**config.mk**
```make
export PLATFORM = sky130hd
export DESIGN_NAME = bom_detect_utf16_to_utf8_transcoder
export DESIGN_NICKNAME = d
export VERILOG_FILES = /design/src/hdl/bdt_pkg.sv /design/src/hdl/bdt_front.sv /design/src/hdl/bdt_fifo.sv /design/src/hdl/bdt_back.sv /design/src/hdl/bom_detect_utf16_to_utf8_transcoder.sv
export VERILOG_INCLUDE_DIRS = /design/src /design/src/hdl
export SDC_FILE = /design/constraint.sdc
export NUM_CORES = 1
export LEC_CHECK = 0
export ABC_AREA = 1
export CORE_MARGIN = 2
export CORE_UTILIZATION = 50
export DETAILED_ROUTE_END_ITERATION = 7
export DONT_BUFFER_PORTS = 1
export PLACE_DENSITY = 0.68
export SLEW_MARGIN = 10
export SYNTH_ARGS = -nofsm -noshare
export SYNTH_HDL_FRONTEND = slang
export SYNTH_HIERARCHICAL = 1
export SYNTH_SLANG_ARGS = --single-unit
```
**constraint.sdc**
```tcl
create_clock -name clk -period 7.6 [get_ports clk]
set_input_delay 1.52 -clock clk [delete_from_list [all_inputs] [get_ports clk]]
set_output_delay 1.52 -clock clk [all_outputs]
set_load 0.005 [all_outputs]
```
**src/hdl/bom_detect_utf16_to_utf8_transcoder_macros.svh**
```systemverilog
// ----------------------------------------------------------------------------
// Assertion macros for the byte-order-mark transcoder
// Concurrent check wrappers; defining ASSERT_OFF compiles them out.
// ----------------------------------------------------------------------------
`ifndef BOM_DETECT_UTF16_TO_UTF8_TRANSCODER_MACROS_SVH
`define BOM_DETECT_UTF16_TO_UTF8_TRANSCODER_MACROS_SVH

`ifndef ASSERT_OFF
// expr must hold at every clock edge outside reset
`define BDT_ASSERT(label, clk, rst, expr, msg) \
  label: assert property (@(posedge clk) disable iff (rst) (expr)) else $error(msg);
// cons must hold in the same cycle as ante
`define BDT_ASSERT_IMP(label, clk, rst, ante, cons, msg) \
  label: assert property (@(posedge clk) disable iff (rst) (ante) |-> (cons)) else $error(msg);
`else
`define BDT_ASSERT(label, clk, rst, expr, msg)
`define BDT_ASSERT_IMP(label, clk, rst, ante, cons, msg)
`endif

`endif

```
**src/hdl/bdt_pkg.sv**
```systemverilog
// ----------------------------------------------------------------------------
// bdt_pkg
// Shared types and codes for the mark-detecting UTF-16 to UTF-8 transcoder.
// ----------------------------------------------------------------------------
package bdt_pkg;

  // command handed from the front end to the back end
  typedef enum logic [1:0] {
    OP_NOP    = 2'd0,
    OP_FEED8  = 2'd1,
    OP_FEED16 = 2'd2
  } op_t;

  localparam logic [1:0] ENC_UTF8     = 2'd0;
  localparam logic [1:0] ENC_UTF8_BOM = 2'd1;
  localparam logic [1:0] ENC_UTF16_LE = 2'd2;
  localparam logic [1:0] ENC_UTF16_BE = 2'd3;

  typedef struct packed {
    op_t        op;
    logic [7:0] data;
    logic [1:0] enc;   // encoding decided so far
    logic       last;  // last command of the file: back end closes it
  } cmd_t;

endpackage

```
**src/hdl/bdt_front.sv**
```systemverilog
// ----------------------------------------------------------------------------
// bdt_front
// Accepts raw bytes, decides the byte-order mark and turns each item into
// zero to three back-end commands, held in a small shift buffer.
// ----------------------------------------------------------------------------
module bdt_front (
  input  logic          clk,
  input  logic          rst,
  input  logic          push,
  input  logic [7:0]    in_byte,
  input  logic          final_byte,
  output logic          full,
  output bdt_pkg::cmd_t cmd,
  output logic          cmd_valid,
  input  logic          cmd_full
);
  import bdt_pkg::*;

  localparam logic [7:0] BYTE_EF = 8'hEF;
  localparam logic [7:0] BYTE_BB = 8'hBB;
  localparam logic [7:0] BYTE_BF = 8'hBF;
  localparam logic [7:0] BYTE_FE = 8'hFE;
  localparam logic [7:0] BYTE_FF = 8'hFF;

  typedef enum logic [2:0] {
    M_START, M_HOLD1, M_HOLD2, M_UTF8, M_UTF8_BOM, M_LE, M_BE
  } mode_t;

  mode_t      mode, mode_dec, mode_next;
  logic [7:0] held0, held1;
  logic [7:0] held0_next, held1_next;
  cmd_t       pend [3];
  cmd_t       pend_load [3];
  logic [1:0] pend_cnt;
  logic [1:0] exp_cnt;
  op_t        exp_op;
  logic [7:0] exp_b [3];
  logic [1:0] enc;
  logic       shift, ready, accept;

  always_comb begin
    mode_dec   = mode;
    held0_next = held0;
    held1_next = held1;
    exp_cnt    = 2'd0;
    exp_op     = OP_FEED8;
    exp_b[0]   = in_byte;
    exp_b[1]   = in_byte;
    exp_b[2]   = in_byte;
    unique case (mode)
      M_START: begin
        if (in_byte == BYTE_EF || in_byte == BYTE_FF || in_byte == BYTE_FE) begin
          held0_next = in_byte;
          mode_dec   = M_HOLD1;
          // file ends on a lone candidate byte: flush it
          if (final_byte) begin
            mode_dec = M_UTF8;
            exp_cnt  = 2'd1;
          end
        end else begin
          mode_dec = M_UTF8;
          exp_cnt  = 2'd1;
        end
      end
      M_HOLD1: begin
        if (held0 == BYTE_FF && in_byte == BYTE_FE) begin
          mode_dec = M_LE;
          exp_op   = OP_NOP;
          exp_cnt  = {1'b0, final_byte};
        end else if (held0 == BYTE_FE && in_byte == BYTE_FF) begin
          mode_dec = M_BE;
          exp_op   = OP_NOP;
          exp_cnt  = {1'b0, final_byte};
        end else if (held0 == BYTE_EF && in_byte == BYTE_BB) begin
          held1_next = in_byte;
          mode_dec   = M_HOLD2;
          if (final_byte) begin
            mode_dec = M_UTF8;
            exp_cnt  = 2'd2;
            exp_b[0] = held0;
          end
        end else begin
          mode_dec = M_UTF8;
          exp_cnt  = 2'd2;
          exp_b[0] = held0;
        end
      end
      M_HOLD2: begin
        if (in_byte == BYTE_BF) begin
          mode_dec = M_UTF8_BOM;
          exp_op   = OP_NOP;
          exp_cnt  = {1'b0, final_byte};
        end else begin
          mode_dec = M_UTF8;
          exp_cnt  = 2'd3;
          exp_b[0] = held0;
          exp_b[1] = held1;
        end
      end
      M_LE, M_BE: begin
        exp_op  = OP_FEED16;
        exp_cnt = 2'd1;
      end
      default: begin
        exp_cnt = 2'd1;
      end
    endcase
    mode_next = final_byte ? M_START : mode_dec;
  end

  always_comb begin
    unique case (mode_dec)
      M_UTF8_BOM: enc = ENC_UTF8_BOM;
      M_LE:       enc = ENC_UTF16_LE;
      M_BE:       enc = ENC_UTF16_BE;
      default:    enc = ENC_UTF8;
    endcase
  end

  always_comb begin
    for (int i = 0; i < 3; i++) begin
      pend_load[i].op   = exp_op;
      pend_load[i].data = exp_b[i];
      pend_load[i].enc  = enc;
      pend_load[i].last = final_byte && ((2'(i) + 2'd1) == exp_cnt);
    end
  end

  assign cmd_valid = pend_cnt != 2'd0;
  assign cmd       = pend[0];
  assign shift     = cmd_valid && !cmd_full;
  assign ready     = (pend_cnt == 2'd0) || (pend_cnt == 2'd1 && shift);
  assign full      = !ready;
  assign accept    = push && ready;

  always_ff @(posedge clk) begin
    if (rst) begin
      mode     <= M_START;
      pend_cnt <= 2'd0;
    end else if (accept) begin
      mode     <= mode_next;
      held0    <= held0_next;
      held1    <= held1_next;
      pend_cnt <= exp_cnt;
      pend     <= pend_load;
    end else if (shift) begin
      pend_cnt <= pend_cnt - 2'd1;
      pend[0]  <= pend[1];
      pend[1]  <= pend[2];
    end
  end

endmodule

```
**src/hdl/bdt_fifo.sv**
```systemverilog
// ----------------------------------------------------------------------------
// bdt_fifo
// Short show-ahead command queue between the front and back ends.
// ----------------------------------------------------------------------------
module bdt_fifo #(
  parameter int DEPTH = 4
) (
  input  logic          clk,
  input  logic          rst,
  input  logic          push,
  input  bdt_pkg::cmd_t wdata,
  output logic          full,
  input  logic          pop,
  output bdt_pkg::cmd_t rdata,
  output logic          empty
);
  import bdt_pkg::*;

  localparam int AW = (DEPTH > 1) ? $clog2(DEPTH) : 1;
  localparam int CW = $clog2(DEPTH + 1);

  cmd_t          slot [DEPTH];
  logic [AW-1:0] wr_ptr, rd_ptr;
  logic [CW-1:0] count;
  logic          wr_en, rd_en;

  assign full  = count == CW'(DEPTH);
  assign empty = count == '0;
  assign wr_en = push && !full;
  assign rd_en = pop && !empty;
  assign rdata = slot[rd_ptr];

  always_ff @(posedge clk) begin
    if (rst) begin
      wr_ptr <= '0;
      rd_ptr <= '0;
      count  <= '0;
    end else begin
      if (wr_en) begin
        wr_ptr <= (wr_ptr == AW'(DEPTH - 1)) ? '0 : wr_ptr + AW'(1);
      end
      if (rd_en) begin
        rd_ptr <= (rd_ptr == AW'(DEPTH - 1)) ? '0 : rd_ptr + AW'(1);
      end
      unique case ({wr_en, rd_en})
        2'b10:   count <= count + CW'(1);
        2'b01:   count <= count - CW'(1);
        default: count <= count;
      endcase
    end
  end

  always_ff @(posedge clk) begin
    if (wr_en) begin
      slot[wr_ptr] <= wdata;
    end
  end

endmodule

```
**src/hdl/bdt_back.sv**
```systemverilog
// ----------------------------------------------------------------------------
// bdt_back
// Executes commands: UTF-8 validation and pass-through, UTF-16 decode and
// UTF-8 encode, end-of-file checks. Drains one result per cycle while pop is held.
// ----------------------------------------------------------------------------
module bdt_back (
  input  logic          clk,
  input  logic          rst,
  input  bdt_pkg::cmd_t cmd,
  input  logic          cmd_empty,
  output logic          cmd_pop,
  output logic          empty,
  input  logic          pop,
  output logic [7:0]    out_byte,
  output logic          has_byte,
  output logic          stream_done,
  output logic [1:0]    detected_encoding,
  output logic          bad_encoding
);
  import bdt_pkg::*;

  localparam logic [20:0] CP_MAX     = 21'h10FFFF;
  localparam logic [20:0] SURR_FIRST = 21'h00D800;
  localparam logic [20:0] SURR_LAST  = 21'h00DFFF;
  localparam logic [20:0] MIN_LEN2   = 21'h000080;
  localparam logic [20:0] MIN_LEN3   = 21'h000800;
  localparam logic [20:0] MIN_LEN4   = 21'h010000;
  localparam logic [10:0] PLANE1     = 11'h040;   // 0x10000 >> 10
  localparam logic [5:0]  HI_SURR    = 6'b110110;
  localparam logic [5:0]  LO_SURR    = 6'b110111;

  // decoder state
  logic        error_seen;
  logic [1:0]  utf8_pending, utf8_length;
  logic [20:0] cp_acc;
  logic        half_valid;
  logic [7:0]  half_byte;
  logic        hs_valid;
  logic [9:0]  hs_off;

  logic        err_n;
  logic [1:0]  pend_n, len_n;
  logic [20:0] acc_n;
  logic        hv_n, sv_n;
  logic [7:0]  hb_n;
  logic [9:0]  so_n;
  logic        fin_bad;

  // per-command result buffer
  logic [7:0]  eb_byte [4];
  logic [2:0]  eb_cnt;
  logic        eb_stat, eb_bad;
  logic [1:0]  eb_enc;

  logic [7:0]  x_byte [4];
  logic [2:0]  x_cnt;

  logic [20:0] shifted, lo_bound;
  logic        range_bad;
  logic [15:0] unit;
  logic [20:0] pair_cp, cp_val;
  logic [7:0]  cp_byte [4];
  logic [2:0]  cp_cnt;

  logic        out_valid, out_take, rem_zero, rem_one, move, load_ok, fire;

  assign shifted  = {cp_acc[14:0], cmd.data[5:0]};
  assign lo_bound = (utf8_length == 2'd1) ? MIN_LEN2 :
                    (utf8_length == 2'd2) ? MIN_LEN3 : MIN_LEN4;
  assign range_bad = (shifted < lo_bound) || (shifted > CP_MAX) ||
                     (shifted >= SURR_FIRST && shifted <= SURR_LAST);

  assign unit    = (cmd.enc == ENC_UTF16_LE) ? {cmd.data, half_byte} : {half_byte, cmd.data};
  assign pair_cp = {{1'b0, hs_off} + PLANE1, unit[9:0]};
  assign cp_val  = hs_valid ? pair_cp : {5'd0, unit};

  // UTF-8 encoder for a decoded code point
  always_comb begin
    cp_byte[0] = cp_val[7:0];
    cp_byte[1] = 8'h00;
    cp_byte[2] = 8'h00;
    cp_byte[3] = 8'h00;
    if (cp_val <= 21'h00007F) begin
      cp_cnt = 3'd1;
    end else if (cp_val <= 21'h0007FF) begin
      cp_cnt     = 3'd2;
      cp_byte[0] = {3'b110, cp_val[10:6]};
      cp_byte[1] = {2'b10, cp_val[5:0]};
    end else if (cp_val <= 21'h00FFFF) begin
      cp_cnt     = 3'd3;
      cp_byte[0] = {4'b1110, cp_val[15:12]};
      cp_byte[1] = {2'b10, cp_val[11:6]};
      cp_byte[2] = {2'b10, cp_val[5:0]};
    end else begin
      cp_cnt     = 3'd4;
      cp_byte[0] = {5'b11110, cp_val[20:18]};
      cp_byte[1] = {2'b10, cp_val[17:12]};
      cp_byte[2] = {2'b10, cp_val[11:6]};
      cp_byte[3] = {2'b10, cp_val[5:0]};
    end
  end

  always_comb begin
    err_n     = error_seen;
    pend_n    = utf8_pending;
    len_n     = utf8_length;
    acc_n     = cp_acc;
    hv_n      = half_valid;
    hb_n      = half_byte;
    sv_n      = hs_valid;
    so_n      = hs_off;
    x_cnt     = 3'd0;
    x_byte[0] = cmd.data;
    x_byte[1] = cmd.data;
    x_byte[2] = cmd.data;
    x_byte[3] = cmd.data;
    fin_bad   = 1'b0;
    unique case (cmd.op)
      OP_FEED8: begin
        if (!error_seen) begin
          if (utf8_pending == 2'd0) begin
            priority if (!cmd.data[7]) begin
              x_cnt = 3'd1;
            end else if (cmd.data[7:5] == 3'b110) begin
              acc_n  = {16'd0, cmd.data[4:0]};
              pend_n = 2'd1;
              len_n  = 2'd1;
              x_cnt  = 3'd1;
            end else if (cmd.data[7:4] == 4'b1110) begin
              acc_n  = {17'd0, cmd.data[3:0]};
              pend_n = 2'd2;
              len_n  = 2'd2;
              x_cnt  = 3'd1;
            end else if (cmd.data[7:3] == 5'b11110) begin
              acc_n  = {18'd0, cmd.data[2:0]};
              pend_n = 2'd3;
              len_n  = 2'd3;
              x_cnt  = 3'd1;
            end else begin
              err_n = 1'b1;
            end
          end else if (cmd.data[7:6] != 2'b10) begin
            err_n = 1'b1;
          end else begin
            acc_n  = shifted;
            pend_n = utf8_pending - 2'd1;
            // sequence complete: overlong, range and surrogate checks
            if (utf8_pending == 2'd1 && range_bad) begin
              err_n = 1'b1;
            end else begin
              x_cnt = 3'd1;
            end
          end
        end
      end
      OP_FEED16: begin
        if (!error_seen) begin
          if (!half_valid) begin
            hv_n = 1'b1;
            hb_n = cmd.data;
          end else begin
            hv_n = 1'b0;
            if (hs_valid) begin
              sv_n = 1'b0;
              if (unit[15:10] == LO_SURR) begin
                x_cnt  = cp_cnt;
                x_byte = cp_byte;
              end else begin
                err_n = 1'b1;
              end
            end else if (unit[15:10] == HI_SURR) begin
              sv_n = 1'b1;
              so_n = unit[9:0];
            end else if (unit[15:10] == LO_SURR) begin
              err_n = 1'b1;
            end else begin
              x_cnt  = cp_cnt;
              x_byte = cp_byte;
            end
          end
        end
      end
      default: begin
      end
    endcase
    if (cmd.last) begin
      fin_bad = err_n || (pend_n != 2'd0) || hv_n || sv_n;
      err_n   = 1'b0;
      pend_n  = 2'd0;
      len_n   = 2'd0;
      acc_n   = '0;
      hv_n    = 1'b0;
      sv_n    = 1'b0;
    end
  end

  assign empty    = !out_valid;
  assign out_take = !out_valid || pop;
  assign rem_zero = (eb_cnt == 3'd0) && !eb_stat;
  assign rem_one  = ((eb_cnt == 3'd1) && !eb_stat) || ((eb_cnt == 3'd0) && eb_stat);
  assign move     = !rem_zero && out_take;
  assign load_ok  = rem_zero || (rem_one && move);
  assign fire     = !cmd_empty && load_ok;
  assign cmd_pop  = fire;

  always_ff @(posedge clk) begin
    if (rst) begin
      error_seen   <= 1'b0;
      utf8_pending <= 2'd0;
      utf8_length  <= 2'd0;
      cp_acc       <= '0;
      half_valid   <= 1'b0;
      hs_valid     <= 1'b0;
      eb_cnt       <= 3'd0;
      eb_stat      <= 1'b0;
      out_valid    <= 1'b0;
    end else begin
      if (move) begin
        out_valid         <= 1'b1;
        detected_encoding <= eb_enc;
        if (eb_cnt != 3'd0) begin
          out_byte     <= eb_byte[0];
          has_byte     <= 1'b1;
          stream_done  <= 1'b0;
          bad_encoding <= 1'b0;
        end else begin
          out_byte     <= 8'h00;
          has_byte     <= 1'b0;
          stream_done  <= 1'b1;
          bad_encoding <= eb_bad;
        end
      end else if (pop) begin
        out_valid <= 1'b0;
      end

      if (fire) begin
        error_seen   <= err_n;
        utf8_pending <= pend_n;
        utf8_length  <= len_n;
        cp_acc       <= acc_n;
        half_valid   <= hv_n;
        half_byte    <= hb_n;
        hs_valid     <= sv_n;
        hs_off       <= so_n;
        eb_byte      <= x_byte;
        eb_cnt       <= x_cnt;
        eb_stat      <= cmd.last;
        eb_bad       <= fin_bad;
        eb_enc       <= cmd.enc;
      end else if (move) begin
        if (eb_cnt != 3'd0) begin
          eb_cnt     <= eb_cnt - 3'd1;
          eb_byte[0] <= eb_byte[1];
          eb_byte[1] <= eb_byte[2];
          eb_byte[2] <= eb_byte[3];
        end else begin
          eb_stat <= 1'b0;
        end
      end
    end
  end

endmodule

```
**src/hdl/bom_detect_utf16_to_utf8_transcoder.sv**
```systemverilog
// ----------------------------------------------------------------------------
// bom_detect_utf16_to_utf8_transcoder
// Byte-order-mark detecting transcoder: UTF-16 LE/BE to UTF-8, UTF-8 checked
// and passed through, one status item closing each file.
// ----------------------------------------------------------------------------
//  channel  | handshake        | fields
//  ---------+------------------+------------------------------------------------
//  input    | push / full      | in_byte, final_byte
//  result   | empty / pop      | out_byte, has_byte, stream_done,
//           |                  | detected_encoding, bad_encoding
//
//  One input item is taken per cycle unless full; the command queue decouples
//  intake from output. Results leave at one per cycle from the output register
//  while pop is held; the byte closing a surrogate pair yields four bytes, plus
//  a status item when it ends the file. Leading bytes that only look like a mark
//  are flushed together (up to three commands), holding intake meanwhile.
//  Reset is synchronous; no clearing pass. Either side may stall without loss.
// ----------------------------------------------------------------------------
`include "bom_detect_utf16_to_utf8_transcoder_macros.svh"

module bom_detect_utf16_to_utf8_transcoder #(
  parameter int FIFO_DEPTH = 4
) (
  input  logic       clk,
  input  logic       rst,
  input  logic       push,
  output logic       full,
  input  logic [7:0] in_byte,
  input  logic       final_byte,
  output logic       empty,
  input  logic       pop,
  output logic [7:0] out_byte,
  output logic       has_byte,
  output logic       stream_done,
  output logic [1:0] detected_encoding,
  output logic       bad_encoding
);
  import bdt_pkg::*;

  cmd_t front_cmd, back_cmd;
  logic cmd_valid, cmd_full, cmd_empty, cmd_pop;

  bdt_front u_front (
    .clk        (clk),
    .rst        (rst),
    .push       (push),
    .in_byte    (in_byte),
    .final_byte (final_byte),
    .full       (full),
    .cmd        (front_cmd),
    .cmd_valid  (cmd_valid),
    .cmd_full   (cmd_full)
  );

  bdt_fifo #(
    .DEPTH (FIFO_DEPTH)
  ) u_fifo (
    .clk   (clk),
    .rst   (rst),
    .push  (cmd_valid),
    .wdata (front_cmd),
    .full  (cmd_full),
    .pop   (cmd_pop),
    .rdata (back_cmd),
    .empty (cmd_empty)
  );

  bdt_back u_back (
    .clk               (clk),
    .rst               (rst),
    .cmd               (back_cmd),
    .cmd_empty         (cmd_empty),
    .cmd_pop           (cmd_pop),
    .empty             (empty),
    .pop               (pop),
    .out_byte          (out_byte),
    .has_byte          (has_byte),
    .stream_done       (stream_done),
    .detected_encoding (detected_encoding),
    .bad_encoding      (bad_encoding)
  );

  `BDT_ASSERT_IMP(a_byte_clean, clk, rst, !empty && has_byte, !bad_encoding && !stream_done, "byte item carries status flags")
  `BDT_ASSERT_IMP(a_status_form, clk, rst, !empty && !has_byte, stream_done && out_byte == 8'h00, "malformed status item")
  `BDT_ASSERT_IMP(a_stall_has_work, clk, rst, full, cmd_valid, "intake stalled with no pending command")

endmodule
```
==> metrics.md, run 1 <==
| Metric | Value |
|---|---|
| Core Rows | 53 |
| Final worst-path cycle share | 53.8% |
| Syn avg cell area | 9.27 um2 |
| CTS tree | built |
| Placer congestion estimate | 0.939 |
| Slew HR | 22.1% |
| Clk_skew | 0.0101 ns |
| Hold Path Class | reg2reg |
| Initial antenna violation count | 0 |
| WL/cell | 16.3 um |
| Total gr overflow | 0 |
| Area growth from synthesis to layout | 7.35% |
| Detailed Place HPWL | roughly 16000 um |
| Die height | 151 um |
| Postcts setup bufs | 0 |
| GRT busiest layer | met2 |
| Status | complete, no violations |
| H-tree depth | 1 |
| Asr flop ratio synth | 0% |
| Top_reg_cell synth | edfxtp_1 |
| VDD IR max | approximately 0.32 mV |
| Number of nets in the layout | 1192 |
| Worst Setup Start Kind | register |
| DR vias/cell | 5.52 |
| Post-Route WL | ~24000 um |
| Max Cap Viol | 0 |
| Area leader, netlist | edfxtp_1 |
| Worst-margin pin slew | 1.17 ns |
| RSZ-0062 raised after global routing | no |
| Synthesized netlist cell count | 1170 |
| Yosys warns | 6 |
| Crit path kind | reg2reg |
| Synth Register Bits | 214 |
| DRC Markers | 0 |
| Hold-fix buffers, CTS | 0 |
| Worst R2R Setup Slack | 3.51 ns |
| Seq/Total Area, Yosys | around 55% |
| Via Count | between 7000 and 8000 |
| Worst-case reg-to-reg path depth | 11 |
| Synth unique cells | between 50 and 60 |
| Hold Vio Cnt, Final | 0 |
| Max-slew violation count | 0 |
| Fin crit period | 4.09 ns |
| Worst-path clk slew | roughly 0.06 ns |
| Crit path capture | u_back/hs_off[3] |
| Share of cells above drive strength 1 | 10.7% |
| Clock sink total | 214 |
| Later-pin clock latency in the skew report | 0.51 ns |
| Worst-path fanout max | 27 |
| DIE AREA | between 0.02 and 0.025 mm2 |
| Syn nets | 1205 |
| Initial drt markers | between 600 and 700 |
| Crit path DAT | 4.23 ns |
| Met3 track demand over resource | 3.86% |
| Core Box Area | 0.0212 mm2 |
| Yosys top cell area share | 47.9% |
| Met1 Track Usage GR | a little over a quarter |
| Detail Route Antenna Nets | 0 |
| Max Root-Sink Buffers | 3 |
| I/O pin count | 28 |
| Largest net degree at the start of global routing | 33 |
| Fin cells | about 1400 |
| Placed cells | 1407 |
| # diodes | 0 |
| Vias in the first global route | 7420 |
| Design Area, Final | 0.0116 mm2 |
| Critical Path RT | 7.74 ns |
| PortBufs | 0 |
| # setup viols final | 0 |
| Die Width | ~150 um |
| Crit end category | register |
| Top post-synthesis cells by area | edfxtp_1 48%, nand2_1 8.4%, dfxtp_1 7.6% |
| FF-to-FF End | u_back/hs_off[3] |
| Met2 GRT Util | 35.5% |
| Setup TNS Final | 0 ns |
| Power Density | 441 mW/mm2 |
| Post-synth design cell area | 0.0108 mm2 |
| Root Buffer | clkbuf_16 |
| First-pass GRT wire length | 38000 um |
| DP Area | 0.0109 mm2 |
| GRT Total Usage | 21.1% |
| P_leak | 4.61 nW |
| Starting Density | 51.3% |
| Max Fclk | roughly 0.24 GHz |
| Post-CTS sizing | 0 |
| First drt pass iteration count | 6 |
| CTS Buf Count | 23 |
| Count of flip-flops with a built-in enable after synthesis | 173 |
[sequential cells by signal, summed over array words and instances, names as in the netlist, 8 cells and up, named ones only]
register / flops
u_front/pend: 26
u_back/cp_acc: 15
u_front/held1: 8
u_front/held0: 8
u_back/eb_byte: 32
u_fifo/slot: 52
u_back/half_byte: 8
u_back/out_byte: 8
u_back/hs_off: 10
u_front/cmd: 13
[per-stage QoR]
| stage | power (mW) | hold WS [ns] | util (%) | setup WS, ns |
|---|---|---|---|---|
| after global placement | 4.06 | 0.426 | 51.7 | 3.58 |
| after detailed placement | 4.09 | 0.414 | 51.7 | 3.53 |
| after CTS | 5.13 | 0.427 | 55.0 | 3.54 |
| after floorplan | 3.54 | 0.400 | - | 4.10 |
| after global routing | 5.48 | 0.435 | 55.0 | 3.19 |
| final | 5.13 | 0.424 | 55.0 | 3.51 |
[report_power, final]
| part | total (mW) | internal, mW | switching, mW |
|---|---|---|---|
| Sequential | 1.93 | 1.78 | 0.152 |
| Combinational | 2.17 | 0.602 | 1.57 |
| Clock | 1.02 | 0.590 | 0.432 |
[worst max-delay path, cell delays in order, from the launching register on]
cell and delay, ns:
dfxtp_1 0.97, inv_8 0.19, o21ai_1 0.19, o22ai_1 0.11, inv_1 0.07, ha_1 0.24
nand2_1 0.10, nor2_1 0.67, inv_1 0.22, nor2_1 0.17, nand3_1 0.11, nor2_1 0.65
[synthesized netlist by cell type, types with 9 or more instances]
master,count
nand2_1,242
edfxtp_1,173
nor2_1,135
inv_1,124
a21oi_1,70
o21ai_0,67
nand3_1,60
dfxtp_1,41
ha_1,21
o22ai_1,19
buf_4,17
o21ai_1,16
inv_2,14
buf_2,13
nand2_2,13
nor2_2,12
clkbuf_1,11
nand2_4,9
nand4_1,9
nor2_4,9
nor3_1,9
[logic make-up (layout without fill, tap and decap cells)]
group	after synthesis	after routing	synth area share (%)
DFF	214	214	55.5
buffers and inverters	192	196	8.16
AOI/OAI and AO/OA	223	223	12.0
xor gates and xnor gates	2	2	0.162
adders and majority gates	22	22	2.61
and+or+nand+nor	517	517	21.6
[area by class of cell]
type                       instances  area [um2]
fill                            1836        9510
sequential                       214        6020
multi-input combinational        764        3950
clock buffer                      28         594
inverter                         142         543
tap                              275         344
clock inverter                    14         100
timing repair buffer              12        90.1
[layout by cell type (no fill, tap or decap), drive strengths merged, types with 4 or more instances in the layout]
| master | Yosys | layout |
|---|---|---|
| nand3 | 67 | 67 |
| o22ai | 19 | 19 |
| nor2 | 157 | 157 |
| edfxtp | 173 | 173 |
| clkbuf | 11 | 28 |
| o31ai | 7 | 7 |
| a21oi | 73 | 73 |
| ha | 21 | 21 |
| clkinvlp | 0 | 4 |
| o32ai | 5 | 5 |
| clkinv | 2 | 10 |
| o21ai | 90 | 90 |
| nand2 | 264 | 264 |
| dfxtp | 41 | 41 |
| inv | 140 | 141 |
| nor3 | 9 | 9 |
| o221ai | 7 | 7 |
| a31oi | 5 | 5 |
| buf | 39 | 12 |
| nand4 | 9 | 9 |
[metal layers]
metal / share of wire [%] / up-vias
met4: 4.6 / 0
li1: - / 3937
met1: 42 / 3693
met2: 48 / 284
met3: 5.9 / 83
met5: 0 / -
[how the worst min path moves through the flow]
| stage | start | end | cells after the start |
|---|---|---|---|
| after floorplan | u_back/eb_enc[0] | u_back/detected_encoding[0] | 0 |
| after global placement | u_back/eb_enc[0] | u_back/detected_encoding[0] | 0 |
| after detailed placement | u_back/eb_enc[0] | u_back/detected_encoding[0] | 0 |
| after CTS | u_back/eb_enc[0] | u_back/detected_encoding[0] | 0 |
| after global routing | u_back/eb_enc[0] | u_back/detected_encoding[0] | 0 |
| final | u_back/eb_enc[0] | u_back/detected_encoding[0] | 0 |
No activity file was read; power rests on OpenSTA's default activity.
==> inputs of run 2 (changes only) <==
--- a/config.mk
+++ b/config.mk
@@ -6,7 +6,7 @@
 export SDC_FILE = /design/constraint.sdc
 export NUM_CORES = 1
 export LEC_CHECK = 0
-export ABC_AREA = 1
+export ABC_AREA = 0
 export CORE_MARGIN = 2
 export CORE_UTILIZATION = 50
 export DETAILED_ROUTE_END_ITERATION = 7
==> constraint.sdc (replaced) <==
create_clock -name clk -period 3.9 [get_ports clk]
set_input_delay 0.78 -clock clk [delete_from_list [all_inputs] [get_ports clk]]
set_output_delay 0.78 -clock clk [all_outputs]
set_load 0.005 [all_outputs]
==> run 2 against run 1 <==
  * Combinational power grew 53%
  * Routed wire length down 4.2%
  * Power up 75%
  * Clock power grew 100%
  * Area after synthesis fell by 3.8%
  * Sequential share of layout area grew 0.89 points
  * Via count is 10% lower
  * Critical path depth decreased by 2
  * Maximum frequency grew 16%
  * Design area down 1.7%
  * Worst setup slack worse by 3.1 ns
  * Non-clock buffer count increased by 20
  * Critical path type unchanged
  * Critical endpoint is now u_back/eb_byte[16]
  * Largest cell class unchanged
  * Highest routed layer unchanged
==> metrics.md, run 2 <==
| Metric | Value |
|---|---|
| Status | complete, no violations |
| Synth Area in Simple Gates | 17.4% (-4.2 points) |
| Hold Vio Cnt, Final | 0 (unchanged) |
| Hold Path Class | in2reg |
| Post-Synth Adder-Cell Area | 2.71% (+0.10 points) |
| Crit end category | register |
| Critical-path cell list | mux4_2 -> nand2b_1 -> buf_4 -> a311oi_1 -> buf_4 -> nand4_1 -> or4_4 -> and3_1 -> a221o_1 |
| PortBufs | 0 (unchanged) |
| Max Root-Sink Buffers | 3 (unchanged) |
| Syn avg cell area | 11.1 um2 (+20%) |
| Die height | 148 um (-1.9%) |
| DR vias/cell | 5.87 (+6.3%) |
| FF-to-FF End | u_back/eb_byte[16] |
| GRT busiest layer | met2 |
| Final worst-path cycle share | 90.2% (+36 points) |
| Overall power | 8.98 mW (+75%) |
| Fin cells | 1224 (-16%) |
| First-pass GRT wire length | 36500 um (-4.0%) |
| Worst Setup Start Kind | register |
| Fin crit period | 3.52 ns (-0.573 ns) |
| Logic pwr share | 37.1% (-5.3 points) |
| Synth unique cells | 82 (+58%) |
| Detailed Place HPWL | 15500 um (-4.9%) |
| Asr flop ratio synth | 0% (unchanged) |
| Worst R2R Setup Slack | 0.38 ns (-3.13 ns) |
| Yosys warns | 6 (unchanged) |
| Top flop regs | u_fifo/slot (52), u_back/eb_byte (32), u_front/pend (26) |
| Post-synth design cell area | 0.0104 mm2 (-3.8%) |
| Post-synthesis xor/xnor area fraction | 0.504% (+0.34 points) |
| Largest family of logic cells by synthesized area | simple AND/OR/NAND/NOR gates |
| Top post-synthesis cells by area | edfxtp_1 50%, dfxtp_1 7.9%, nand2_1 3.7% |
| Root Buffer | clkbuf_16 |
| Synthesized netlist cell count | 941 (-20%) |
| DRC Markers | 0 (unchanged) |
| Setup slack after layout | 0.383 ns (-3.13 ns) |
| Synth Register Bits | 214 (unchanged) |
| Max FFs per register | 52 (unchanged) |
| Slew HR | 33.7% (+12 points) |
| Crit path capture | u_back/eb_byte[16] |
| Crit. path cell count | 9 (-2) |
| Setup TNS Final | 0 ns (unchanged) |
| CTS Buf Count | 23 (unchanged) |
| Clock sink total | 214 (unchanged) |
| Pre-CTS setup slack | 0.330 ns (-3.20 ns) |
| Post-Route WL | 22600 um (-4.2%) |
| Net Sw Frac | 35.9% (-6.2 points) |
| H-tree depth | 1 (unchanged) |
| Worst path bufs/invs | 2 (-1) |
| Max Cap Viol | 0 (unchanged) |
| Slowest cell on crit path | or4_4 |
| Critical Path RT | 4.16 ns (-3.58 ns) |
| Share of cells above drive strength 1 | 10.9% (+0.17 points) |
| Initial antenna violation count | 0 (unchanged) |
| WL/cell | 18.5 um (+13%) |
| Cell mode on critical path | buf_4 |
| Synth Area in Compound Gates | 13.4% (+1.4 points) |
| Later-pin clock latency in the skew report | 0.51 ns (about the same) |
| VDD IR max | 0.452 mV (+39%) |
| Max Fclk | 0.284 GHz (+16%) |
| Worst-margin pin slew | 0.989 ns (-0.179 ns) |
| Clk pwr share | 22.8% (+2.9 points) |
| Max incr delay on CP | 0.64 ns (-0.33 ns) |
| Worst-path fanout max | 11 (-59%) |
| Starting Density | 51.2% (about the same) |
| Core Rows | 52 (-1.9%) |
| Count of flip-flops with a built-in enable after synthesis | 173 (unchanged) |
| Yosys top cell area share | 49.8% (+1.9 points) |
| CTS tree | built |
| Worst-case reg-to-reg path depth | 9 (-2) |
| Area growth from synthesis to layout | 9.70% |
| Cell family with most CP delay | simple AND/OR/NAND/NOR gates |
| Power Internal | 5.76 mW (+94%) |
| # diodes | 0 (unchanged) |
| Area leader, netlist | edfxtp_1 |
| P_leak | 4.03 nW (-13%) |
| Most frequent cells in the layout | 173 x edfxtp_1, 104 x nand2_1, 102 x nor2_1 |
| Count leader, synth | edfxtp_1 |
| Met3 track demand over resource | 3.50% (-0.36 points) |
| Met1 Track Usage GR | 26.8% (+0.41 points) |
| Worst-path clk slew | 0.06 ns (about the same) |
| Met2 GRT Util | 35.1% (-0.43 points) |
| Initial drt markers | 574 (-8.0%) |
| Core Box Area | 0.0204 mm2 (-3.7%) |
| Post-layout util | 56.2% (+1.2 points) |
| Clk_skew | 0.00816 ns (-0.00195 ns) |
| Largest net degree at the start of global routing | 47 (+42%) |
| Power Density | 785 mW/mm2 (+78%) |
| GRT Total Usage | 20.6% (-0.49 points) |
| RSZ-0062 raised after global routing | no |
| Cell depth of the worst hold path | 1 (+1) |
| Sw power | 3.23 mW (+50%) |
| Detail Route Antenna Nets | 0 (unchanged) |
| Vias in the first global route | 7046 (-5.0%) |
| Crit path kind | reg2reg |
| Flop pwr share | 40.1% (+2.5 points) |
| Syn nets | 976 (-19%) |
| Placer congestion estimate | 0.918 (-2.3%) |
| Mux cell area share after synthesis | 3.81% (+3.8 points) |
| Die Width | 148 um (-1.9%) |
| I/O pin count | 28 (unchanged) |
| Seq/Total Area, Yosys | 57.7% (+2.2 points) |
| Top_reg_cell synth | edfxtp_1 |
| Reg with most FFs | u_fifo/slot |
| Post-synth top cells | 173 x edfxtp_1, 104 x nand2_1, 104 x nor2_1, 50 x a21oi_1, 43 x inv_1 |
| First drt pass iteration count | 5 (-1) |
| Total gr overflow | 0 (unchanged) |
| Max-slew violation count | 0 (unchanged) |
| Placed cells | 1183 (-16%) |
| # setup viols final | 0 (unchanged) |
| Number of nets in the layout | 973 (-18%) |
| Via Count | 7183 (-10%) |
| Commonest non-fill, non-tap cell in the layout | edfxtp_1 |
| Crit path DAT | 3.78 ns (-0.45 ns) |
| DIE AREA | 0.0220 mm2 (-3.7%) |
## run 2: cell types whose count changed in the layout (fill, tap and decap cells not counted), sizes merged, moves of 12 or more
| cell | before | now |
|---|---|---|
| and2 | 2 | 21 |
| inv | 141 | 44 |
| nor3 | 9 | 21 |
| nand3 | 67 | 20 |
| a31oi | 5 | 21 |
| o21ai | 90 | 41 |
| nor2 | 157 | 104 |
| a21oi | 73 | 50 |
| nand2 | 264 | 104 |
| buf | 12 | 32 |
| mux4 | 0 | 13 |
## run 2: what timing repair did
action / in CTS / in global routing
endpoints found under the setup margin: 0 / 4
hold buffers: 0 / 0
gates resized for setup: 0 / 1
buffers inserted: 0 / 0
## run 2: through the flow
stage               cell area, um2  hold slack, ns
CTS                          11400           0.318
detailed placement           10700           0.451
floorplan                    10400           0.400
finish                       11400           0.336
global placement             10700           0.450
global route                 11400           0.322
## run 2: cells by family (layout without fill, tap and decap cells)
group / Yosys count / after routing
fa+ha+maj: 22 / 22
mux: 23 / 23
compound gates: 210 / 210
xor+xnor: 6 / 6
simple gates: 362 / 362
flops: 214 / 214
buf+inv: 104 / 117
## run 2: cell type report
type / count / area (um2)
Clock inverter: 11 / 81.3
Fill cell: 1732 / 8920
Clock buffer: 30 / 632
Timing Repair Buffer: 32 / 240
Multi-Input combinational cell: 623 / 3970
Tap cell: 270 / 338
Inverter: 44 / 165
Sequential cell: 214 / 6020
## run 2: worst min path at each step
stage | end | slack, ns | start
floorplan | u_back/detected_encoding[0] | 0.40 | u_back/eb_enc[0]
global placement | u_back/cp_acc[4] | 0.45 | u_back/cp_acc[4]
detailed placement | u_back/cp_acc[4] | 0.45 | u_back/cp_acc[4]
CTS | u_front/mode[0] | 0.32 | rst
global route | u_front/mode[0] | 0.32 | rst
finish | u_back/cp_acc[9] | 0.34 | rst
## run 2: routing by layer
metal	wire [um]	share of wire, %
met5	0	0
met4	737	3.3
met3	1330	5.9
met2	11000	48
met1	9610	42
## run 2: worst register-to-register path, delay by kind of cell (launching register included)
kind	cells	cell delay (ns)
simple gates	4	1.36
compound gates	2	0.55
flops	1	0.42
buf+inv	2	0.40
mux	1	0.53
## run 2: power groups by stage
stage               logic [mW]  clock network, mW  registers (mW)
detailed placement        3.28                  0            3.65
finish                    3.33               2.05            3.60
global route              3.67               2.18            3.66
global placement          3.26                  0            3.61
floorplan                 2.44                  0            3.54
CTS                       3.30               2.09            3.61
